`src/rtl/fud_pkg.sv`:
```
package fud_pkg;

   localparam int unsigned HEADER_BYTES = 38;
   localparam int unsigned CHUNK_BYTES  = 200;

   localparam int unsigned BYTE_W  = 8;
   localparam int unsigned POS_W   = 24;
   localparam int unsigned SIZE_W  = 32;
   localparam int unsigned COUNT_W = 16;
   localparam int unsigned KIND_W  = 2;

   localparam logic [BYTE_W-1:0] START_LOCAL = 8'h01;
   localparam logic [BYTE_W-1:0] START_MESH  = 8'h02;

   localparam int unsigned RSP_DATA_W = 88;
   localparam int unsigned RSP_USER_W = 3;

   typedef enum logic [1:0] {
      PH_IDLE   = 2'd0,
      PH_HEADER = 2'd1,
      PH_CHUNK  = 2'd2
   } phase_type;

   typedef enum logic [KIND_W-1:0] {
      EV_START  = 2'd0,
      EV_HEADER = 2'd1,
      EV_IMAGE  = 2'd2
   } kind_type;

   typedef struct packed {
      kind_type               event_kind;
      logic                   mesh_mode;
      logic [BYTE_W-1:0]      data_byte;
      logic [POS_W-1:0]       byte_position;
      logic [SIZE_W-1:0]      image_size;
      logic [COUNT_W-1:0]     chunk_total;
      logic                   chunk_done;
      logic                   transfer_done;
      logic                   receiving;
   } rsp_type;

endpackage

```
`src/rtl/fud_core.sv`:
```
module fud_core (
   input  logic                       clock,
   input  logic                       reset,
   input  logic                       step,
   input  logic [fud_pkg::BYTE_W-1:0] rx_byte,
   output logic                       produce,
   output fud_pkg::rsp_type           rsp
);
   import fud_pkg::*;

   localparam logic [BYTE_W:0] HDR_LAST = (BYTE_W+1)'(HEADER_BYTES);
   localparam logic [BYTE_W:0] CHK_LAST = (BYTE_W+1)'(CHUNK_BYTES);
   localparam logic [POS_W-1:0] CHK_STEP = POS_W'(CHUNK_BYTES);

   phase_type           phase_ff, phase_in;
   logic                mesh_ff, mesh_in;
   logic                busy_ff, busy_in;
   logic [BYTE_W-1:0]   count_ff, count_in;
   logic [SIZE_W-1:0]   size_ff, size_in;
   logic [COUNT_W-1:0]  total_ff, total_in;
   logic [COUNT_W-1:0]  chunk_ff, chunk_in;
   logic [POS_W-1:0]    base_ff, base_in;

   logic                is_start;
   logic                hdr_end;
   logic                chk_end;
   logic                last_chunk;
   logic [COUNT_W-1:0]  chunk_next;

   assign is_start   = (rx_byte == START_LOCAL) || (rx_byte == START_MESH);
   assign hdr_end    = ({1'b0, count_ff} + 1'b1) >= HDR_LAST;
   assign chk_end    = ({1'b0, count_ff} + 1'b1) >= CHK_LAST;
   assign chunk_next = chunk_ff + 1'b1;
   assign last_chunk = chunk_next >= total_ff;

   // next state
   always_comb begin
      phase_in = phase_ff;
      mesh_in  = mesh_ff;
      busy_in  = busy_ff;
      count_in = count_ff;
      size_in  = size_ff;
      total_in = total_ff;
      chunk_in = chunk_ff;
      base_in  = base_ff;
      case (phase_ff)
         PH_HEADER: begin
            if (count_ff < BYTE_W'(4)) begin
               case (count_ff[1:0])
                  2'd0:    size_in[7:0]   = rx_byte;
                  2'd1:    size_in[15:8]  = rx_byte;
                  2'd2:    size_in[23:16] = rx_byte;
                  default: size_in[31:24] = rx_byte;
               endcase
            end else if (count_ff < BYTE_W'(6)) begin
               if (count_ff[0]) begin
                  total_in[15:8] = rx_byte;
               end else begin
                  total_in[7:0] = rx_byte;
               end
            end
            count_in = count_ff + 1'b1;
            if (hdr_end) begin
               phase_in = PH_CHUNK;
               chunk_in = '0;
               base_in  = '0;
               count_in = '0;
            end
         end
         PH_CHUNK: begin
            count_in = count_ff + 1'b1;
            if (chk_end) begin
               count_in = '0;
               chunk_in = chunk_next;
               base_in  = base_ff + CHK_STEP;
               if (last_chunk) begin
                  busy_in  = 1'b0;
                  phase_in = PH_IDLE;
               end
            end
         end
         default: begin
            phase_in = PH_IDLE;
            if (is_start) begin
               mesh_in  = (rx_byte == START_MESH);
               busy_in  = 1'b1;
               phase_in = PH_HEADER;
               count_in = '0;
            end
         end
      endcase
   end

   // result
   always_comb begin
      produce = 1'b0;
      rsp     = '0;
      case (phase_ff)
         PH_HEADER: begin
            produce           = 1'b1;
            rsp.event_kind    = EV_HEADER;
            rsp.mesh_mode     = mesh_ff;
            rsp.data_byte     = rx_byte;
            rsp.byte_position = POS_W'(count_ff);
            rsp.receiving     = busy_ff;
         end
         PH_CHUNK: begin
            produce           = 1'b1;
            rsp.event_kind    = EV_IMAGE;
            rsp.mesh_mode     = mesh_ff;
            rsp.data_byte     = rx_byte;
            rsp.byte_position = base_ff + POS_W'(count_ff);
            rsp.image_size    = size_ff;
            rsp.chunk_total   = total_ff;
            rsp.chunk_done    = chk_end;
            rsp.transfer_done = chk_end && last_chunk;
            rsp.receiving     = busy_in;
         end
         default: begin
            produce        = is_start;
            rsp.event_kind = EV_START;
            rsp.mesh_mode  = (rx_byte == START_MESH);
            rsp.receiving  = 1'b1;
         end
      endcase
   end

   always_ff @(posedge clock) begin
      if (reset) begin
         phase_ff <= PH_IDLE;
         mesh_ff  <= 1'b0;
         busy_ff  <= 1'b0;
         count_ff <= '0;
         size_ff  <= '0;
         total_ff <= '0;
         chunk_ff <= '0;
         base_ff  <= '0;
      end else if (step) begin
         phase_ff <= phase_in;
         mesh_ff  <= mesh_in;
         busy_ff  <= busy_in;
         count_ff <= count_in;
         size_ff  <= size_in;
         total_ff <= total_in;
         chunk_ff <= chunk_in;
         base_ff  <= base_in;
      end
   end

endmodule

```
`src/rtl/firmware_upload_deframer_unit.sv`:
```
// Firmware upload deframer: takes one serial byte per transfer on req_ and
// emits at most one event per byte on rsp_ (transfer start, header byte with
// its index, or image byte with its absolute address and chunk markers).
// A byte passes an input register, then a single step of phase and counter
// logic into the result register; rsp_ is driven from that result register,
// so a result sits behind both registers. One byte per cycle is sustained
// while rsp_tready stays high; a stalled result register holds the input
// register and drops req_tready. Image addresses come from a running chunk
// base, no multiplier.
module firmware_upload_deframer_unit (
   input  logic                           clock,
   input  logic                           reset,
   input  logic                           req_tvalid,
   output logic                           req_tready,
   input  logic [7:0]                     req_tdata,  // rx_byte
   output logic                           rsp_tvalid,
   input  logic                           rsp_tready,
   // data_byte, byte_position, image_size, chunk_total, chunk_done, receiving
   output logic [fud_pkg::RSP_DATA_W-1:0] rsp_tdata,
   // event_kind, mesh_mode
   output logic [fud_pkg::RSP_USER_W-1:0] rsp_tuser,
   output logic                           rsp_tlast   // transfer_done
);
   import fud_pkg::*;

   logic               in_vld_ff;
   logic [BYTE_W-1:0]  in_byte_ff;
   logic               rsp_vld_ff;
   rsp_type            rsp_ff;
   logic               advance;
   logic               produce;
   rsp_type            rsp_in;

   assign advance    = in_vld_ff && (!rsp_vld_ff || rsp_tready);
   assign req_tready = !in_vld_ff || advance;

   fud_core u_core (
      .clock   (clock),
      .reset   (reset),
      .step    (advance),
      .rx_byte (in_byte_ff),
      .produce (produce),
      .rsp     (rsp_in)
   );

   always_ff @(posedge clock) begin
      if (reset) begin
         in_vld_ff <= 1'b0;
      end else if (req_tready) begin
         in_vld_ff <= req_tvalid;
      end
   end

   always_ff @(posedge clock) begin
      if (req_tready && req_tvalid) begin
         in_byte_ff <= req_tdata;
      end
   end

   always_ff @(posedge clock) begin
      if (reset) begin
         rsp_vld_ff <= 1'b0;
      end else if (advance) begin
         rsp_vld_ff <= produce;
      end else if (rsp_tready) begin
         rsp_vld_ff <= 1'b0;
      end
   end

   always_ff @(posedge clock) begin
      if (advance && produce) begin
         rsp_ff <= rsp_in;
      end
   end

   assign rsp_tvalid = rsp_vld_ff;
   assign rsp_tlast  = rsp_ff.transfer_done;
   assign rsp_tuser  = {rsp_ff.mesh_mode, rsp_ff.event_kind};
   assign rsp_tdata  = {6'd0, rsp_ff.receiving, rsp_ff.chunk_done, rsp_ff.chunk_total,
                        rsp_ff.image_size, rsp_ff.byte_position, rsp_ff.data_byte};

endmodule

```
`config.mk`:
```
export PLATFORM = sky130hd
export DESIGN_NAME = firmware_upload_deframer_unit
export DESIGN_NICKNAME = d
export VERILOG_FILES = /design/src/rtl/fud_pkg.sv /design/src/rtl/fud_core.sv /design/src/rtl/firmware_upload_deframer_unit.sv
export SDC_FILE = /design/constraint.sdc
export NUM_CORES = 1
export LEC_CHECK = 0
export BUFFER_PORTS_ARGS = -buffer_cell sky130_fd_sc_hd__buf_2
export CORE_MARGIN = 4
export CORE_UTILIZATION = 33
export CTS_BUF_LIST = sky130_fd_sc_hd__clkbuf_4 sky130_fd_sc_hd__clkbuf_8
export CTS_CLUSTER_SIZE = 30
export DETAILED_ROUTE_END_ITERATION = 10
export PLACE_DENSITY = 0.51
export SLEW_MARGIN = 20
export SYNTH_ARGS = -nofsm -noshare
export SYNTH_HDL_FRONTEND = slang
export SYNTH_HIERARCHICAL = 1
export SYNTH_SLANG_ARGS = --single-unit
```
`constraint.sdc`:
```
create_clock -name clock -period 14.3 [get_ports clock]
set_input_delay 0.715 -clock clock [delete_from_list [all_inputs] [get_ports clock]]
set_output_delay 0.715 -clock clock [all_outputs]
set_load 0.03 [all_outputs]
```
## After elaboration in Yosys (flattened, before gate mapping)

Index checks and enable logic that the tools add are counted.

| word-level totals | value |
|---|---|
| register bits | 196 |
| logic and storage cells | 97 |
| output and inout bits | 94 |
| memories | 0 |
| memory bits (read-only) | 0 |
| bits in writable memories | 0 |
| latch bits | 0 |

| operators by class | value |
|---|---|
| div/mod/pow operators | 0 |
| shifts and indexed selects | 0 |
| reduce and logical (&&, ||, !) cells | 25 |
| $mul | 0 |
| equality and inequality tests | 9 |
| $add $sub $neg | 5 |
| order comparisons | 5 |
| mux-type cells | 25 |
| bitwise operators | 4 |

Operators by type and width:

| cell | number |
|---|---|
| one-hot mux 32 bit (2 select lines) | 1 |
| 2-to-1 mux 24 bit | 2 |
| one-hot mux 24 bit (2 select lines) | 1 |
| 2-to-1 mux 16 bit | 2 |
| one-hot mux 16 bit (2 select lines) | 1 |
| adder 24 x 8 -> 24 bit | 1 |
| adder 24 x 8 -> 24 bit (second input constant) | 1 |
| 2-to-1 mux 8 bit | 3 |
| AND reduction 4 bit | 6 |
| adder 16 x 1 -> 16 bit (second input constant) | 1 |
| greater-or-equal comparator 16 bit | 1 |
| less-than comparator 8 x 3 -> 1 bit (second input constant) | 2 |
| one-hot mux 8 bit (2 select lines) | 1 |
| AND reduction 5 bit | 2 |
| adder 8 x 1 -> 9 bit (second input constant) | 1 |
| greater-or-equal comparator 9 x 6 -> 1 bit (second input constant) | 1 |
| greater-or-equal comparator 9 x 8 -> 1 bit (second input constant) | 1 |
| adder 8 x 1 -> 8 bit (second input constant) | 1 |
| == test 8 x 1 -> 1 bit (second input constant) | 1 |
| == test 8 x 2 -> 1 bit (second input constant) | 1 |
| 2-to-1 mux 1 bit | 7 |
| 2-to-1 mux 2 bit | 3 |
| != test 2 x 1 -> 1 bit (second input constant) | 3 |
| one-hot mux 3 bit (2 select lines) | 1 |
| other kinds (15) | 28 |

## Longest topological paths before layout

| logic depth | value |
|---|---|
| word-level depth | 6 |
| mapped depth | 13 |
| mapped depth without buffers | 13 |

## By module

Netlist, hierarchy kept.

Modules (own cells, without submodules):

| module | times used | cells each | seq. area each (µm²) | area an instance (µm²) |
|---|---|---|---|---|
| fud_core | 1 | 814 | 1941.9 | 6172.2 |
| firmware_upload_deframer_unit | 1 | 112 | 2862.7 | 2974.1 |

## Worst setup path before layout

OpenSTA, ideal clock, no wires.

| path | value |
|---|---|
| path kind | reg2reg |
| start point | register in_byte_ff[3] |
| end point | register rsp_ff, in the netlist rsp_tdata[0] (enable) |
| period minus slack after synthesis | 5917 ps |
| setup time | 542 ps |
| arrival | 5375 ps |
| stages on the path, launching flop included | 6 |
| slack | 8383 ps |
| data required time | 13758 ps |
| path buffers | 0 |
| cells stage by stage | edfxtp_1 > or4_1 > nor4_2 > nand2b_1 > nand2_1 > nor2b_1 |

| on the way | value |
|---|---|
| word-level cells in the longest chain between the ends | 4 |
| elaborated cells on any way between the ends | 5 |
| classes of those cells | eq/ne: 2; mux: 1; reduce/logical: 2 |

RTL lines:

| item | RTL line | RTL |
|---|---|---|
| start, declared | firmware_upload_deframer_unit.sv:27 | `logic [BYTE_W-1:0] in_byte_ff;` |
| start signal, assigned | firmware_upload_deframer_unit.sv:56 | `in_byte_ff <= req_tdata;` |
| == test 8 x 1 -> 1 bit / == test 8 x 2 -> 1 bit (equally long branches) | fud_core.sv:30 | `assign is_start = (rx_byte == START_LOCAL) \|\| (rx_byte == START_MESH);` |
| logical OR 1 bit * | fud_core.sv:30 |  |
| 2-to-1 mux 1 bit * | fud_core.sv:98 | `case (phase_ff)` |
| named net produce | firmware_upload_deframer_unit.sv:31 | `logic produce;` |
| logical AND 1 bit * | firmware_upload_deframer_unit.sv:71 | `if (advance && produce) begin` |
| end signal, assigned | firmware_upload_deframer_unit.sv:72 | `rsp_ff <= rsp_in;` |
| end, declared | firmware_upload_deframer_unit.sv:29 | `rsp_type rsp_ff;` |

Mark *: on every way through the listed nets, which the timed path passes. The rest lies on a longest branch.
A chain may end at the register's enable or synchronous reset.

## Worst setup path after layout

| path | value |
|---|---|
| start point | register u_core.chunk_ff[0] |
| end point | register u_core.phase_ff[0] |

| on the way | value |
|---|---|
| word-level cells in the longest chain between the ends | 4 |

RTL lines:

| item | RTL line | RTL |
|---|---|---|
| start, declared | fud_core.sv:21 | `logic [COUNT_W-1:0] chunk_ff, chunk_in;` |
| start signal, assigned | fud_core.sv:145 | `chunk_ff <= chunk_in;` |
| adder 16 x 1 -> 16 bit | fud_core.sv:33 | `assign chunk_next = chunk_ff + 1'b1;` |
| greater-or-equal comparator 16 bit | fud_core.sv:34 | `assign last_chunk = chunk_next >= total_ff;` |
| != test 2 x 1 -> 1 bit (no source line) | n/a |  |
| AND reduction 4 bit (no source line) | n/a |  |
| end signal, assigned | fud_core.sv:139 | `phase_ff <= phase_in;` |
| end, declared | fud_core.sv:15 | `phase_type phase_ff, phase_in;` |

Every way passes these cells.

==> metrics.txt <==
status finished clean; Clock Tree Buf Depth 2; Netlist cell types 64; CP max stage cell nor4_1; crit path time final 3.66 ns; post-synthesis cell area 9150 um^2; Worst Tran Pin Value 0.950 ns; critical path peak fanout 6; vias in the first global route 6430; Core Region 27100 um^2; Antenna Cells 0; clk_lat worst skew 0.49 ns; Post-DP Area 9920 um^2; CTS buffer count 17; Hold Fails Final Rpt 0; CTS tree built; Power, Total 1.00 mW; Finished Cell Area 10400 um^2; Peak Freq 273 MHz; crit-path max cell delay 0.64 ns; fin nets 1035; clk_skew 0.0269 ns; Ports 106; GP Congestion 0.777; Post-Route WL 22400 um; Die W 174 um; Detailed Route Iter0 Violations 520; Final setup viols 0; dpl cells 1346; Pwr per Cell Area 96.3 nW/um^2; clock slew at reported path FFs 0.12 ns; global-route wire length before repair 35900 um; met1 track demand over resource 20.8%; critical path, cell by cell ha_1, nand3_1, nor4_1, nor2_1, or2_2, ha_1, nand4_1, nor3b_1, o31ai_1, a211o_1, a211oi_1, mux2i_1; Top FF cell, synth dfxtp_1; Post-CTS Resized 0; remaining antenna violation count after routing 0; clock sinks 193; Layout area overhead 13.6%; Max Cap Violations 0; area of the multi-input gates 3880 um^2; arrival time at the worst endpoint 4.06 ns; startpoint types flip-flop; hold crit path type input pin to flip-flop; grt met3 use 2.48%; Static Leak 3.54 nW; VDD IR max 0.0577 mV; Total Die Area 30400 um^2; Global Route Usage Sum 14.6%; sequential-to-total area share from yosys stat 52.5%; required time of the critical path 14.70 ns; register bit total from synthesis 193; syn_area_per_cell 9.88 um^2; setup bufs post-CTS 0; filler cell count 2748; share of layout cells above drive strength 1 16.1%; initial core utilization 33.7%; Slew Viols, Final 0; post-synthesis cell count 926; Slew headroom 36.2%; Hold Buf Count CTS 0; layer with the highest usage met2; CTS root buf clkbuf_8; FP Rows 60; Post-synth EDFFs 94; CP endpoint kind flip-flop; Register Area 4800 um^2; post-synthesis async set-or-reset flop share 0%; grt met2 use 23.3%; Port Buffers 99; Initial DRT Pass Iterations 5; drt drc 0; die height 174 um; Detail Placement HPWL 15100 um; Crit path top cell by count ha_1; Crit Path Class flip-flop to flip-flop; via count 6835; Non-Filler Instances 1378; largest net degree at the start of global routing 70; initial antenna violation count 0; setup_tns 0 ns; fin crit share 25.6%; Yosys warning total 6; DR WL/cell 16.3 um; level count of the clock H-tree 4; GR Overflow Total 0; RSZ-0062 raised after global routing false; vias per cell 4.96
-- worst max-delay path, delay by kind of cell, from the launching register on --
family	cells	cell delay (ns)
AND/OR/NAND/NOR	6	1.58
AO/OA/AOI/OAI	3	0.78
adder cells (fa/ha/maj)	2	0.54
flip-flops	1	0.45
multiplexers	1	0.23
-- placed cells by master, fill, tap and decap left out, types with 16 or more instances in the layout --
cell,n
o21ai_0,22
nand2_1,74
edfxtp_1,94
inv_1,59
mux2i_1,27
nand3_1,76
clkbuf_8,17
buf_2,99
ha_1,30
dfxtp_1,99
nor2_1,62
and2_1,49
o31ai_1,16
a21oi_1,67
-- metal layers --
metal	vias to the layer above	part of all wire (%)
met2	136	46
met4	0	0.69
met1	3248	49
li1	3441	-
met5	-	0
met3	10	3.7
-- power by group --
group | internal [mW] | leakage [nW] | switching [mW] | total (mW)
clock network | 0.148 | 0.230 | 0.254 | 0.403
logic | 0.00379 | 1.73 | 0.0129 | 0.0167
registers | 0.577 | 1.57 | 0.00437 | 0.581
total | 0.728 | 3.54 | 0.272 | 1.00
-- cells in the mapped netlist, drive strengths merged (16+ instances only) --
cell type | count | area (um^2)
a21oi | 69 | 360
nor2 | 63 | 236
buf | 22 | 138
nand2 | 74 | 278
clkbuf | 42 | 158
o31ai | 16 | 120
inv | 59 | 221
and2 | 49 | 307
dfxtp | 99 | 1980
mux2i | 27 | 270
ha | 30 | 375
edfxtp | 94 | 2820
nor3 | 16 | 91.3
nand3 | 76 | 380
o21ai | 25 | 129
-- kinds of logic (layout without fill, tap and decap cells) --
family,after synthesis,after routing,share of synthesized area (%)
xor+xnor,20,20,1.92
buf+inv,123,198,5.65
other cells,1,6,0.0410
fa+ha+maj,30,30,4.10
mux,27,27,2.95
compound gates,164,164,11.6
flops,193,193,52.5
simple gates,368,368,21.2
-- path summary, 6_finish.rpt --
check / endpoint / slack, ns / start / cells after the start
hold reg to reg: u_core/size_ff[17]$_SDFFE_PP0P_ / 0.46 / u_core/size_ff[17]$_SDFFE_PP0P_ / 2
setup / recovery: u_core/phase_ff[0]$_SDFFE_PP0P_ / 10.64 / u_core/chunk_ff[0]$_SDFFE_PP0P_ / 12
hold / removal: in_byte_ff[2]$_DFFE_PP_ / 0.40 / req_tdata[2] / 1
setup reg to reg: u_core/phase_ff[0]$_SDFFE_PP0P_ / 10.64 / u_core/chunk_ff[0]$_SDFFE_PP0P_ / 12
-- final cells by class --
| class | count | area share, % |
|---|---|---|
| Multi-Input combinational cell | 615 | 37.3 |
| Tap cell | 372 | 4.48 |
| Inverter | 59 | 2.13 |
| Clock buffer | 17 | 2.25 |
| Clock inverter | 15 | 2.23 |
| Timing Repair Buffer | 107 | 5.35 |
| Sequential cell | 193 | 46.2 |
-- through the flow --
step	utilization, %	hold slack [ns]	setup WS [ns]
after floorplan	-	0.432	8.38
after global placement	36.6	0.439	10.79
after detailed placement	36.6	0.444	10.69
after CTS	38.3	0.371	10.64
after global routing	38.3	0.365	10.29
final	38.3	0.405	10.64
-- state kept, by name, indices dropped and copies added (netlist names), 2 cells and up --
signal,flops
u_core/total_ff,16
u_core/count_ff,8
u_core/phase_ff,2
in_byte_ff,8
rsp_tuser,3
u_core/size_ff,32
u_core/chunk_ff,16
u_core/base_ff,21
rsp_tdata,82
Power figures use the tool's default switching activity.
